<file path="src/rhc_pkg.sv">
// ---------------------------------------------------------------------------
// rhc_pkg
// Fixed-point constants and operation codes for the RGB/HSV colour converter.
// ---------------------------------------------------------------------------
package rhc_pkg;

   localparam int CH_W   = 8;
   localparam int HUE_W  = 15;
   localparam int FACT_W = 12;
   localparam int FUNC_W = 2;

   localparam logic [FUNC_W-1:0] FUNC_RGB2HSV = 2'd0;
   localparam logic [FUNC_W-1:0] FUNC_HSV2RGB = 2'd1;
   localparam logic [FUNC_W-1:0] FUNC_SAT_ADJ = 2'd2;

   localparam int CHAN_MAX = 255;
   localparam int HUE_SEXT = 3840;
   localparam int HUE_FULL = 23040;
   localparam int HSV_DEN  = 979200;

endpackage

</file>
<file path="src/rhc_div.sv">
// ---------------------------------------------------------------------------
// rhc_div
// Pipelined restoring divider, several lanes, two quotient bits per stage (one in the last stage when QW is odd).
// ---------------------------------------------------------------------------
module rhc_div #(
   parameter int LANES = 2,
   parameter int NW    = 24,
   parameter int DW    = 9,
   parameter int QW    = 15,
   parameter int SW    = 8
) (
   input  logic                         clock,
   input  logic                         reset,
   input  logic                         in_valid,
   input  logic [LANES-1:0][NW-1:0]     in_num,
   input  logic [LANES-1:0][DW-1:0]     in_den,
   input  logic [SW-1:0]                in_side,
   output logic                         out_valid,
   output logic [LANES-1:0][QW-1:0]     out_quot,
   output logic [SW-1:0]                out_side
);

   localparam int ST = (QW + 1) / 2;
   localparam int XW = (NW > DW + QW) ? NW : DW + QW;

   logic [ST-1:0]               valid_ff;
   logic [LANES-1:0][XW-1:0]    rem_ff  [ST];
   logic [LANES-1:0][DW-1:0]    den_ff  [ST];
   logic [LANES-1:0][QW-1:0]    quot_ff [ST];
   logic [SW-1:0]               side_ff [ST];

   for (genvar k = 0; k < ST; k++) begin : g_stage
      localparam int  I0  = QW - 1 - 2 * k;
      localparam int  I1  = (I0 > 0) ? I0 - 1 : 0;
      localparam bit  TWO = (I0 > 0);

      logic                       valid_d;
      logic [LANES-1:0][XW-1:0]   rem_d, rem_in;
      logic [LANES-1:0][DW-1:0]   den_d;
      logic [LANES-1:0][QW-1:0]   quot_d, quot_in;
      logic [SW-1:0]              side_d;

      if (k == 0) begin : g_first
         always_comb begin
            valid_d = in_valid;
            side_d  = in_side;
            den_d   = in_den;
            for (int l = 0; l < LANES; l++) begin
               rem_d[l]  = XW'(in_num[l]);
               quot_d[l] = '0;
            end
         end
      end else begin : g_next
         always_comb begin
            valid_d = valid_ff[k-1];
            side_d  = side_ff[k-1];
            den_d   = den_ff[k-1];
            rem_d   = rem_ff[k-1];
            quot_d  = quot_ff[k-1];
         end
      end

      always_comb begin
         logic [XW-1:0] r;
         logic [QW-1:0] q;
         logic [XW-1:0] dsh;
         for (int l = 0; l < LANES; l++) begin
            r   = rem_d[l];
            q   = quot_d[l];
            dsh = XW'(den_d[l]) << I0;
            if (r >= dsh) begin
               r     = r - dsh;
               q[I0] = 1'b1;
            end
            dsh = XW'(den_d[l]) << I1;
            if (TWO && (r >= dsh)) begin
               r     = r - dsh;
               q[I1] = 1'b1;
            end
            rem_in[l]  = r;
            quot_in[l] = q;
         end
      end

      always_ff @(posedge clock) begin
         if (reset) begin
            valid_ff[k] <= 1'b0;
         end else begin
            valid_ff[k] <= valid_d;
         end
         rem_ff[k]  <= rem_in;
         quot_ff[k] <= quot_in;
         den_ff[k]  <= den_d;
         side_ff[k] <= side_d;
      end
   end

   assign out_valid = valid_ff[ST-1];
   assign out_quot  = quot_ff[ST-1];
   assign out_side  = side_ff[ST-1];

endmodule

</file>
<file path="src/rgb_hsv_color_converter_unit.sv">
// ---------------------------------------------------------------------------
// rgb_hsv_color_converter_unit
// Per-pixel RGB to HSV, HSV to RGB and saturation adjustment in fixed point.
// ---------------------------------------------------------------------------
// One pixel is taken every clock. Its result is registered on the rsp_out ports
// and sits there for one cycle with the rsp_valid strobe. busy is always low,
// as the receiver cannot stall and nothing backs up. The pipeline holds two
// pipelined dividers: an eight-stage one for hue and saturation, a four-stage
// one for the HSV to RGB channel rounding, plus six stages of arithmetic
// around them.
module rgb_hsv_color_converter_unit (
   input  logic        clock,
   input  logic        reset,
   input  logic        start,
   output logic        busy,
   input  logic [1:0]  req_func,
   input  logic [7:0]  req_in_red,
   input  logic [7:0]  req_in_green,
   input  logic [7:0]  req_in_blue,
   input  logic [14:0] req_in_hue,
   input  logic [7:0]  req_in_sat,
   input  logic [7:0]  req_in_val,
   input  logic [11:0] req_sat_factor,
   output logic        rsp_valid,
   output logic [14:0] rsp_out_hue,
   output logic [7:0]  rsp_out_sat,
   output logic [7:0]  rsp_out_val,
   output logic [7:0]  rsp_out_red,
   output logic [7:0]  rsp_out_green,
   output logic [7:0]  rsp_out_blue
);

   localparam int FSW = 54;
   localparam int BSW = 36;

   assign busy = 1'b0;

   // input stage
   logic        s1_valid_ff;
   logic [1:0]  s1_func_ff;
   logic [7:0]  s1_red_ff, s1_green_ff, s1_blue_ff, s1_sat_ff, s1_val_ff;
   logic [14:0] s1_hue_ff;
   logic [11:0] s1_fact_ff;

   always_ff @(posedge clock) begin
      if (reset) begin
         s1_valid_ff <= 1'b0;
      end else begin
         s1_valid_ff <= start & ~busy;
      end
      s1_func_ff  <= req_func;
      s1_red_ff   <= req_in_red;
      s1_green_ff <= req_in_green;
      s1_blue_ff  <= req_in_blue;
      s1_hue_ff   <= req_in_hue;
      s1_sat_ff   <= req_in_sat;
      s1_val_ff   <= req_in_val;
      s1_fact_ff  <= req_sat_factor;
   end

   // max, min and hue sextant numerator
   logic [7:0]  mx, mn, delta;
   logic [10:0] hmul;

   always_comb begin
      mx = s1_red_ff;
      mn = s1_red_ff;
      if (s1_green_ff > mx) mx = s1_green_ff;
      if (s1_blue_ff > mx)  mx = s1_blue_ff;
      if (s1_green_ff < mn) mn = s1_green_ff;
      if (s1_blue_ff < mn)  mn = s1_blue_ff;
      delta = mx - mn;
      if (s1_red_ff == mx) begin
         if (s1_green_ff >= s1_blue_ff) begin
            hmul = 11'(s1_green_ff - s1_blue_ff);
         end else begin
            hmul = 11'(11'(delta) * 11'd6) - 11'(s1_blue_ff - s1_green_ff);
         end
      end else if (s1_green_ff == mx) begin
         hmul = 11'({delta, 1'b0}) + 11'(s1_blue_ff) - 11'(s1_red_ff);
      end else begin
         hmul = 11'({delta, 2'b00}) + 11'(s1_red_ff) - 11'(s1_green_ff);
      end
   end

   logic             s2_valid_ff;
   logic [1:0][23:0] s2_num_ff;
   logic [1:0][8:0]  s2_den_ff;
   logic [FSW-1:0]   s2_side_ff;

   always_ff @(posedge clock) begin
      if (reset) begin
         s2_valid_ff <= 1'b0;
      end else begin
         s2_valid_ff <= s1_valid_ff;
      end
      s2_num_ff[0] <= 24'(hmul) * 24'(2 * rhc_pkg::HUE_SEXT) + 24'(delta);
      s2_den_ff[0] <= {delta, 1'b0};
      s2_num_ff[1] <= 24'(delta) * 24'(2 * rhc_pkg::CHAN_MAX) + 24'(mx);
      s2_den_ff[1] <= {mx, 1'b0};
      s2_side_ff   <= {s1_func_ff, s1_hue_ff, s1_sat_ff, s1_val_ff, s1_fact_ff, mx,
                       (delta == 8'd0)};
   end

   logic             fd_valid;
   logic [1:0][14:0] fd_quot;
   logic [FSW-1:0]   fd_side;

   rhc_div #(.LANES(2), .NW(24), .DW(9), .QW(15), .SW(FSW)) u_front_div (
      .clock    (clock),
      .reset    (reset),
      .in_valid (s2_valid_ff),
      .in_num   (s2_num_ff),
      .in_den   (s2_den_ff),
      .in_side  (s2_side_ff),
      .out_valid(fd_valid),
      .out_quot (fd_quot),
      .out_side (fd_side)
   );

   // pick HSV source, scale saturation
   logic [1:0]  f_func;
   logic [14:0] f_hue;
   logic [7:0]  f_sat, f_val, f_mx;
   logic [11:0] f_fact;
   logic        f_zero;
   logic [14:0] h0;
   logic [7:0]  s0;
   logic [19:0] sprod;
   logic [11:0] sadj;
   logic [14:0] s3_h_in;
   logic [7:0]  s3_s_in, s3_v_in;

   always_comb begin
      {f_func, f_hue, f_sat, f_val, f_fact, f_mx, f_zero} = fd_side;
      h0    = f_zero ? 15'd0 : fd_quot[0];
      s0    = f_zero ? 8'd0 : fd_quot[1][7:0];
      sprod = 20'(s0) * 20'(f_fact) + 20'd128;
      sadj  = sprod[19:8];
      case (f_func)
         rhc_pkg::FUNC_HSV2RGB: begin
            s3_h_in = f_hue;
            s3_s_in = f_sat;
            s3_v_in = f_val;
         end
         rhc_pkg::FUNC_SAT_ADJ: begin
            s3_h_in = h0;
            s3_s_in = (sadj > 12'(rhc_pkg::CHAN_MAX)) ? 8'(rhc_pkg::CHAN_MAX) : sadj[7:0];
            s3_v_in = f_mx;
         end
         default: begin
            s3_h_in = h0;
            s3_s_in = s0;
            s3_v_in = f_mx;
         end
      endcase
   end

   logic        s3_valid_ff;
   logic [1:0]  s3_func_ff;
   logic [14:0] s3_h_ff;
   logic [7:0]  s3_s_ff, s3_v_ff;

   always_ff @(posedge clock) begin
      if (reset) begin
         s3_valid_ff <= 1'b0;
      end else begin
         s3_valid_ff <= fd_valid;
      end
      s3_func_ff <= f_func;
      s3_h_ff    <= s3_h_in;
      s3_s_ff    <= s3_s_in;
      s3_v_ff    <= s3_v_in;
   end

   // wrap hue, find sextant and distance to the edge in the middle of its sextant pair
   logic [14:0] hw, tb, tt;
   logic [2:0]  sext;
   logic [11:0] hdist;

   always_comb begin
      hw = (s3_h_ff >= 15'(rhc_pkg::HUE_FULL)) ? s3_h_ff - 15'(rhc_pkg::HUE_FULL) : s3_h_ff;
      sext = 3'(hw >= 15'(1 * rhc_pkg::HUE_SEXT)) + 3'(hw >= 15'(2 * rhc_pkg::HUE_SEXT))
           + 3'(hw >= 15'(3 * rhc_pkg::HUE_SEXT)) + 3'(hw >= 15'(4 * rhc_pkg::HUE_SEXT))
           + 3'(hw >= 15'(5 * rhc_pkg::HUE_SEXT));
      tb = 15'(sext[2:1]) * 15'(2 * rhc_pkg::HUE_SEXT);
      tt = hw - tb;
      if (tt >= 15'(rhc_pkg::HUE_SEXT)) begin
         hdist = 12'(tt - 15'(rhc_pkg::HUE_SEXT));
      end else begin
         hdist = 12'(15'(rhc_pkg::HUE_SEXT) - tt);
      end
   end

   logic        s4_valid_ff;
   logic [1:0]  s4_func_ff;
   logic [2:0]  s4_sext_ff;
   logic [11:0] s4_dist_ff;
   logic [15:0] s4_vs_ff, s4_va_ff;
   logic [7:0]  s4_v_ff, s4_s_ff;
   logic [14:0] s4_h_ff;

   always_ff @(posedge clock) begin
      if (reset) begin
         s4_valid_ff <= 1'b0;
      end else begin
         s4_valid_ff <= s3_valid_ff;
      end
      s4_func_ff <= s3_func_ff;
      s4_sext_ff <= sext;
      s4_dist_ff <= hdist;
      s4_vs_ff   <= 16'(s3_v_ff) * 16'(s3_s_ff);
      s4_va_ff   <= 16'(s3_v_ff) * 16'(8'(rhc_pkg::CHAN_MAX) - s3_s_ff);
      s4_v_ff    <= s3_v_ff;
      s4_s_ff    <= s3_s_ff;
      s4_h_ff    <= s3_h_ff;
   end

   logic [27:0] xnum;

   assign xnum = 28'(s4_v_ff) * 28'(rhc_pkg::HSV_DEN) - 28'(s4_vs_ff) * 28'(s4_dist_ff);

   logic             s5_valid_ff;
   logic [1:0][28:0] s5_num_ff;
   logic [1:0][20:0] s5_den_ff;
   logic [BSW-1:0]   s5_side_ff;

   always_ff @(posedge clock) begin
      if (reset) begin
         s5_valid_ff <= 1'b0;
      end else begin
         s5_valid_ff <= s4_valid_ff;
      end
      s5_num_ff[0] <= 29'({s4_va_ff, 1'b0}) + 29'(rhc_pkg::CHAN_MAX);
      s5_den_ff[0] <= 21'(2 * rhc_pkg::CHAN_MAX);
      s5_num_ff[1] <= 29'({xnum, 1'b0}) + 29'(rhc_pkg::HSV_DEN);
      s5_den_ff[1] <= 21'(2 * rhc_pkg::HSV_DEN);
      s5_side_ff   <= {s4_func_ff, s4_sext_ff, s4_v_ff, s4_h_ff, s4_s_ff};
   end

   logic             bd_valid;
   logic [1:0][7:0]  bd_quot;
   logic [BSW-1:0]   bd_side;

   rhc_div #(.LANES(2), .NW(29), .DW(21), .QW(8), .SW(BSW)) u_back_div (
      .clock    (clock),
      .reset    (reset),
      .in_valid (s5_valid_ff),
      .in_num   (s5_num_ff),
      .in_den   (s5_den_ff),
      .in_side  (s5_side_ff),
      .out_valid(bd_valid),
      .out_quot (bd_quot),
      .out_side (bd_side)
   );

   // route channels by sextant, select by operation
   logic [1:0]  b_func;
   logic [2:0]  b_sext;
   logic [7:0]  b_v, b_s, zc, xc, cr, cg, cb;
   logic [14:0] b_h;
   logic [14:0] hue_in;
   logic [7:0]  sat_in, val_in, red_in, green_in, blue_in;

   always_comb begin
      {b_func, b_sext, b_v, b_h, b_s} = bd_side;
      zc = bd_quot[0];
      xc = bd_quot[1];
      case (b_sext)
         3'd0:    begin cr = b_v; cg = xc;  cb = zc;  end
         3'd1:    begin cr = xc;  cg = b_v; cb = zc;  end
         3'd2:    begin cr = zc;  cg = b_v; cb = xc;  end
         3'd3:    begin cr = zc;  cg = xc;  cb = b_v; end
         3'd4:    begin cr = xc;  cg = zc;  cb = b_v; end
         default: begin cr = b_v; cg = zc;  cb = xc;  end
      endcase
      hue_in   = '0;
      sat_in   = '0;
      val_in   = '0;
      red_in   = '0;
      green_in = '0;
      blue_in  = '0;
      case (b_func)
         rhc_pkg::FUNC_RGB2HSV: begin
            hue_in = b_h;
            sat_in = b_s;
            val_in = b_v;
         end
         rhc_pkg::FUNC_HSV2RGB, rhc_pkg::FUNC_SAT_ADJ: begin
            red_in   = cr;
            green_in = cg;
            blue_in  = cb;
         end
         default: begin
            hue_in = '0;
         end
      endcase
   end

   always_ff @(posedge clock) begin
      if (reset) begin
         rsp_valid <= 1'b0;
      end else begin
         rsp_valid <= bd_valid;
      end
      rsp_out_hue   <= hue_in;
      rsp_out_sat   <= sat_in;
      rsp_out_val   <= val_in;
      rsp_out_red   <= red_in;
      rsp_out_green <= green_in;
      rsp_out_blue  <= blue_in;
   end

endmodule

</file>
<file path="config.mk">
export PLATFORM = sky130hd
export DESIGN_NAME = rgb_hsv_color_converter_unit
export DESIGN_NICKNAME = d
export VERILOG_FILES = /design/src/rhc_pkg.sv /design/src/rhc_div.sv /design/src/rgb_hsv_color_converter_unit.sv
export SDC_FILE = /design/constraint.sdc
export NUM_CORES = 2
export LEC_CHECK = 0
export BUFFER_PORTS_ARGS = -buffer_cell sky130_fd_sc_hd__buf_2
export CORE_UTILIZATION = 50
export DETAILED_ROUTE_END_ITERATION = 16
export PLACE_DENSITY = 0.68
export RECOVER_POWER = 50
export SLEW_MARGIN = 20
export SYNTH_ARGS = -nofsm -noshare
export SYNTH_HDL_FRONTEND = slang
export SYNTH_HIERARCHICAL = 1
export SYNTH_SLANG_ARGS = --single-unit
</file>
<file path="constraint.sdc">
create_clock -name clock -period 18.74 [get_ports clock]
set_input_delay 1.874 -clock clock [delete_from_list [all_inputs] [get_ports clock]]
set_output_delay 1.874 -clock clock [all_outputs]
set_load 0.01 [all_outputs]
</file>
# --- After elaboration in Yosys (flattened, before gate mapping) ---
# Memories as Yosys holds them, arrays and structs flattened.
# Cells that the tools add are included.
classes:
  add_sub_neg: 69
  n_mul: 9
  magnitude_cmp: 59
  n_eq_ne: 10
  muxes: 110
  n_reduce_logical: 10
op_table:
  columns: ["op", "n"]
  rows:
  - ["2-to-1 mux 24 bit", 30]
  - ["2-to-1 mux 29 bit", 16]
  - ["case mux 8 bit (2 select lines)", 4]
  - [">= comparator 29 x 21 -> 1 bit", 2]
  - [">= comparator 29 x 22 -> 1 bit", 2]
  - [">= comparator 29 x 23 -> 1 bit", 2]
  - [">= comparator 29 x 24 -> 1 bit", 2]
  - [">= comparator 29 x 25 -> 1 bit", 2]
  - [">= comparator 29 x 26 -> 1 bit", 2]
  - ["subtractor 29 x 21 -> 29 bit", 2]
  - ["subtractor 29 x 22 -> 29 bit", 2]
  - ["subtractor 29 x 23 -> 29 bit", 2]
  - ["subtractor 29 x 24 -> 29 bit", 2]
  - ["subtractor 29 x 25 -> 29 bit", 2]
  - ["subtractor 29 x 26 -> 29 bit", 2]
  - ["2-to-1 mux 8 bit", 7]
  - [">= comparator 24 x 10 -> 1 bit", 2]
  - [">= comparator 24 x 11 -> 1 bit", 2]
  - [">= comparator 24 x 12 -> 1 bit", 2]
  - [">= comparator 24 x 13 -> 1 bit", 2]
  - [">= comparator 24 x 14 -> 1 bit", 2]
  - [">= comparator 24 x 15 -> 1 bit", 2]
  - [">= comparator 24 x 16 -> 1 bit", 2]
  - [">= comparator 24 x 17 -> 1 bit", 2]
  - ["other kinds (84)", 170]
totals:
  ff_bits: 450
  ram_bits: 1808
  input_bits: 72
  output_inout_bits: 57
  elab_cells: 327
  n_memories: 8
mem_list:
  columns: ["memory", "depth", "word_bits", "read_ports", "rd_clocked_by_memory_dff", "write_ports", "line", "rtl"]
  rows:
  - ["u_front_div.side_ff", 8, 54, 8, 0, 8, "rhc_div.sv:30", "logic [SW-1:0] side_ff [ST];"]
  - ["u_front_div.rem_ff", 8, 48, 7, 0, 8, "rhc_div.sv:27", "logic [LANES-1:0][XW-1:0] rem_ff [ST];"]
  - ["u_front_div.quot_ff", 8, 30, 8, 0, 8, "rhc_div.sv:29", "logic [LANES-1:0][QW-1:0] quot_ff [ST];"]
  - ["u_back_div.rem_ff", 4, 58, 3, 0, 4, "rhc_div.sv:27", null]
  - ["u_back_div.den_ff", 4, 42, 3, 0, 4, "rhc_div.sv:28", "logic [LANES-1:0][DW-1:0] den_ff [ST];"]
  - ["u_back_div.side_ff", 4, 36, 4, 0, 4, "rhc_div.sv:30", null]
  - ["2 more memories", null, null, null, null, null, null, null]

# --- Depth between registers and ports, before layout ---
logic_depth:
  word_depth: 11
  depth_mapped: 49
  depth_no_buf: 48

# --- Hierarchy ---
# The synthesis kept the hierarchy.
modules_own_cells:
  columns: ["mod", "n_inst", "cells_each", "area_per_inst_um2", "seq_area_each_um2"]
  rows:
  - ["rhc_div (u_front_div)", 1, 4042, 40954.3, 20900.0]
  - ["rgb_hsv_color_converter_unit", 1, 3506, 33628.5, 8348.0]
  - ["rhc_div (u_back_div)", 1, 3415, 29784.8, 9769.4]

# --- Least setup slack after synthesis ---
# OpenSTA, ideal clock, no wires.
synth_path:
  kind: "register -> register"
  startpoint: "register s1_red_ff[1]"
  endpoint: "register s2_num_ff[23] (netlist bit)"
  setup_ps: 72
  t_arrival_ps: 9963
  path_slack_ps: 8705
  path_stages_with_launch: 46
  n_path_buf: 2
  period_less_slack_ps: 10035
  cell_sequence: "dfxtp_1 -> inv_1 -> ha_1 -> nor2b_1 -> o211ai_2 -> a21oi_1 -> nor2_1 -> clkbuf_1 -> nor2_1 -> a21oi_1 -> ha_1 -> nand4_1 -> nor2_1 -> a211oi_1 -> nor4b_1 -> nor3_2 -> clkbuf_1 -> nor2_1 -> [10 not listed] -> a21oi_1 -> o21ai_0 -> a21o_1 -> a21o_1 -> xnor2_1 -> o21bai_1 -> mux2i_1 -> fa_1 -> inv_1 -> fa_1 -> ha_1 -> o21a_1 -> nor2_1 -> o21bai_1 -> a21oi_1 -> o21bai_1 -> a21oi_1 -> xnor2_1"
synth_between:
  elab_chain_len: 11
  elab_cells_between_ends: 22
  cone_classes: "add/sub: 7; mul: 2; order compare: 4; eq/ne: 2; mux: 7"
synth_lines:
  columns: ["element", "line", "rtl"]
  rows:
  - ["start: declaration", "rgb_hsv_color_converter_unit.sv:41", "logic [7:0] s1_red_ff, s1_green_ff, s1_blue_ff, s1_sat_ff, s1_val_ff;"]
  - ["start signal: assignment", "rgb_hsv_color_converter_unit.sv:52", "s1_red_ff <= req_in_red;"]
  - ["greater-than comparator 8 bit / < comparator 8 bit (equally long branches)", "rgb_hsv_color_converter_unit.sv:68, rgb_hsv_color_converter_unit.sv:70", null]
  - ["2-to-1 mux 8 bit, on equally long branches", "rgb_hsv_color_converter_unit.sv:68, rgb_hsv_color_converter_unit.sv:70", null]
  - ["greater-than comparator 8 bit / < comparator 8 bit (equally long branches)", "rgb_hsv_color_converter_unit.sv:69, rgb_hsv_color_converter_unit.sv:71", null]
  - ["2-to-1 mux 8 bit, on equally long branches", "rgb_hsv_color_converter_unit.sv:69, rgb_hsv_color_converter_unit.sv:71", null]
  - ["subtractor 8 bit (*)", "rgb_hsv_color_converter_unit.sv:72", "delta = mx - mn;"]
  - ["named net delta[2]", "rgb_hsv_color_converter_unit.sv:62", "logic [7:0] mx, mn, delta;"]
  - ["multiplier 8 x 2 -> 10 bit, or another cell as far along", "rgb_hsv_color_converter_unit.sv:77", "hmul = 11'(11'(delta) * 11'd6) - 11'(s1_blue_ff - s1_green_ff);"]
  - ["subtractor 11 bit, or another cell as far along", "rgb_hsv_color_converter_unit.sv:77", null]
  - ["2-to-1 mux 11 bit, on equally long branches", "rgb_hsv_color_converter_unit.sv:74, rgb_hsv_color_converter_unit.sv:79", null]
  - ["2-to-1 mux 11 bit", "rgb_hsv_color_converter_unit.sv:73", "if (s1_red_ff == mx) begin"]
  - ["multiplier 11 x 4 -> 15 bit", "rgb_hsv_color_converter_unit.sv:97", "s2_num_ff[0] <= 24'(hmul) * 24'(2 * rhc_pkg::HUE_SEXT) + 24'(delta);"]
  - ["adder 24 x 8 -> 24 bit (*)", "rgb_hsv_color_converter_unit.sv:97", null]
  - ["end: declaration", "rgb_hsv_color_converter_unit.sv:87", "logic [1:0][23:0] s2_num_ff;"]
# Mark *: on every way through the listed nets, which the timed path passes. The rest lies on a longest branch.
# A chain may end at the register's enable or synchronous reset.

# --- Worst setup path in the final report ---
layout_path:
  startpoint: "register s1_red_ff[7]"
  endpoint: "register s2_num_ff[23] (netlist bit)"
# The elaborated chain is that of the path after synthesis.

==> out/results.txt <==
The run finished with clean final reports. Highest net fanout along the worst path: 15. For this design the top-level I/O count stands at 129. Buffers placed on the I/O ports in this run total 127.

The logs give 205000 µm² for the floorplan core area and 60700 µm² for the area used by multi-input combinational logic. The fraction of final layout cells with drive strength greater than 1 is 0.0763. Leaving out fill and tap cells, the most frequent cell in the layout is dfxtp_1. Using the TritonRoute via totals, the vias-per-cell ratio works out to 5.37. Clock insertion delay at the later pin of the skew report: 850 ps. The worst hold-check path type was flip-flop to flip-flop.

CTS built an H-tree with a depth of 4. Synthesis produced a netlist whose cell count is 10900. The logs give 0 for the count of final hold-check violations and 0 for the final antenna-violating net count. At the worst endpoint, the required time is 19500 ps. The path with the worst hold slack has its endpoint at u_back_div/side_ff[0][29]. The post-detailed-routing wire length is 234 mm, and the die height is 457 µm.

The number of antenna violations at the first check in global routing is 6, and the post-CTS resize count is 0. From synthesis to final layout, the design area changed by 10.4%. The count of pins over their slew limit was 0.

The library cells used most frequently in the layout, excluding fill and tap cells, are dfxtp_1, inv_1, ha_1, nand2_1, a21oi_1. The worst slew slack as a fraction of its limit came out at 0.305. In this run the most critical hold path is launched from s5_side_ff[29]. The cell count of the worst hold path was 0. For the final setup violation count, the log shows 0. Counting the buffers created by CTS gives 194.

The fmax came out at 82.1 MHz. The floorplan has 166 rows. Yosys printed 6 warnings. The wire length per cell works out to 16.7 µm. STA classifies the critical path endpoint as a flip-flop. Category of the critical setup timing path: flip-flop to flip-flop. The detailed router placed 75500 vias in this run. Net count reported at finish: 12700. The run gives 0 as the residual overflow from global routing. In this run the critical register-to-register path is launched from s1_red_ff[7]. The worst register-to-register path has a depth of 40. Setup repair after global routing left no endpoint under its margin. Detailed placement finished with a half-perimeter wire length of 186 mm. Measured along the x axis, the die boundary spans 457 µm.

TritonCTS built the clock tree. The clock transition at the register clock pins on the worst setup and hold paths after CTS was 70 ps; the actual transition at the worst max-transition pin was 1040 ps. The period utilization is 0.650, and the hold buffer count at CTS is 0. The footprint of the flip-flops and latches is 38100 µm², and the total of fill cells in the finished design is 17900. The run gives 75800 as the number of global-route vias before repair. The run gives 0.222 as the aggregate global-route resource usage.

For the final routed database, the setup TNS stands at 0 ps. STA classifies the critical path startpoint as a flip-flop. In this run the critical register-to-register path is captured at s2_num_ff[23]. After the first detailed-routing iteration, the DRC count stood at 4058. The longest clock path from root to sink contains 3 buffers. In this run the cell area of the synthesized design comes to 103000 µm². STA puts the critical path data arrival time at 12950 ps. The average cell area after synthesis came out at 9.48 µm². The CTS root buffer is clkbuf_16. Number of cells in the finished layout apart from fillers: 14100.

The setup slack on the worst flop-to-flop path is 6560 ps, and the shortest period the worst path allows is 12180 ps. The first global-routing pass estimated 383 mm of wire. Area of the die: 209000 µm².

The slowest stage of the critical path belongs to the cell o21ai_1. The maximum cell stage delay along the critical path was 660 ps; the number of max-cap violations was 0. The number of placed instances, taps included, is 13700. After clock tree synthesis, the setup repair step added 0 buffers.

Counting both buffers and inverters, the worst setup path holds a total of 4. Entering global routing, the biggest net connects 47 pins. The effective utilization at floorplan came out at 0.504.

Most numerous cell on the critical path: ha_1. The clock drives 1902 sinks. The run gives 6 as the count of TritonRoute iterations in the first routing pass. The congestion estimate from routability-driven global placement came to 0.926. Clock skew on the completed layout was measured at 53.4 ps. For the count of unresolved DRC violations after routing, the log shows 0. Among cell families on the critical path, the largest total delay comes from adder cells.
stage by stage:
step	hold WS (ps)	cell area (µm²)	setup slack [ps]	util
finish	309	114000	6560	0.557
global route	313	114000	5700	0.557
CTS	300	114000	6550	0.557
detailed placement	312	107000	6560	0.524
global placement	310	107000	6730	0.524
floorplan	310	104000	8710	-
worst max path at each step:
| stage | from | endpoint | slack [ps] | depth (start not counted) |
|---|---|---|---|---|
| floorplan | s1_red_ff[1] | s2_num_ff[23] | 8710 | 45 |
| global placement | s1_red_ff[7] | s2_num_ff[23] | 6730 | 40 |
| detailed placement | s1_red_ff[7] | s2_num_ff[23] | 6560 | 40 |
| CTS | s1_red_ff[7] | s2_num_ff[23] | 6550 | 40 |
| global route | s1_red_ff[7] | s2_num_ff[23] | 5700 | 40 |
| finish | s1_red_ff[7] | s2_num_ff[23] | 6560 | 40 |
flip-flops by register name, indices dropped and copies added (netlist names), 15 cells and up:
name and cells:
u_front_div/rem_ff 336, s4_va_ff 16, s5_num_ff 45, s1_hue_ff 15, s4_h_ff 15, s4_vs_ff 16, u_front_div/side_ff 432, u_front_div/den_ff 126
u_back_div/den_ff 126, s2_num_ff 33, u_back_div/side_ff 144, u_back_div/quot_ff 40, u_front_div/quot_ff 95, s3_h_ff 15, s5_side_ff 36, u_back_div/rem_ff 174
rsp_out_hue 15, s2_side_ff 54
area by class of cell:
type	count	area share
Tap cell	2688	0.0294
Inverter	1154	0.0379
Antenna cell	1	0.0000219
Clock buffer	246	0.0457
Clock inverter	113	0.0132
Sequential cell	1902	0.333
Timing Repair Buffer	172	0.00850
Multi-Input combinational cell	7781	0.532
worst register-to-register path, delay by kind of cell, from the launching register on:
kind / cells / cell delay [ps]
adders and majority gates: 10 / 3820
AOI/OAI and AO/OA: 16 / 3350
muxes: 3 / 1780
and+or+nand+nor: 4 / 1380
buffers and inverters: 4 / 750
xor gates and xnor gates: 3 / 580
DFF: 1 / 450
routing by layer:
metal	wire [µm]	share of wire	global-route usage
met5	0	0	0
met4	7330	0.031	0.0787
met3	8470	0.036	0.0278
met2	112000	0.48	0.383
met1	106000	0.45	0.284
Power is left out: the tool's default activity adds up to more than one toggle a clock period on the data nets, which glitch-free logic cannot reach.
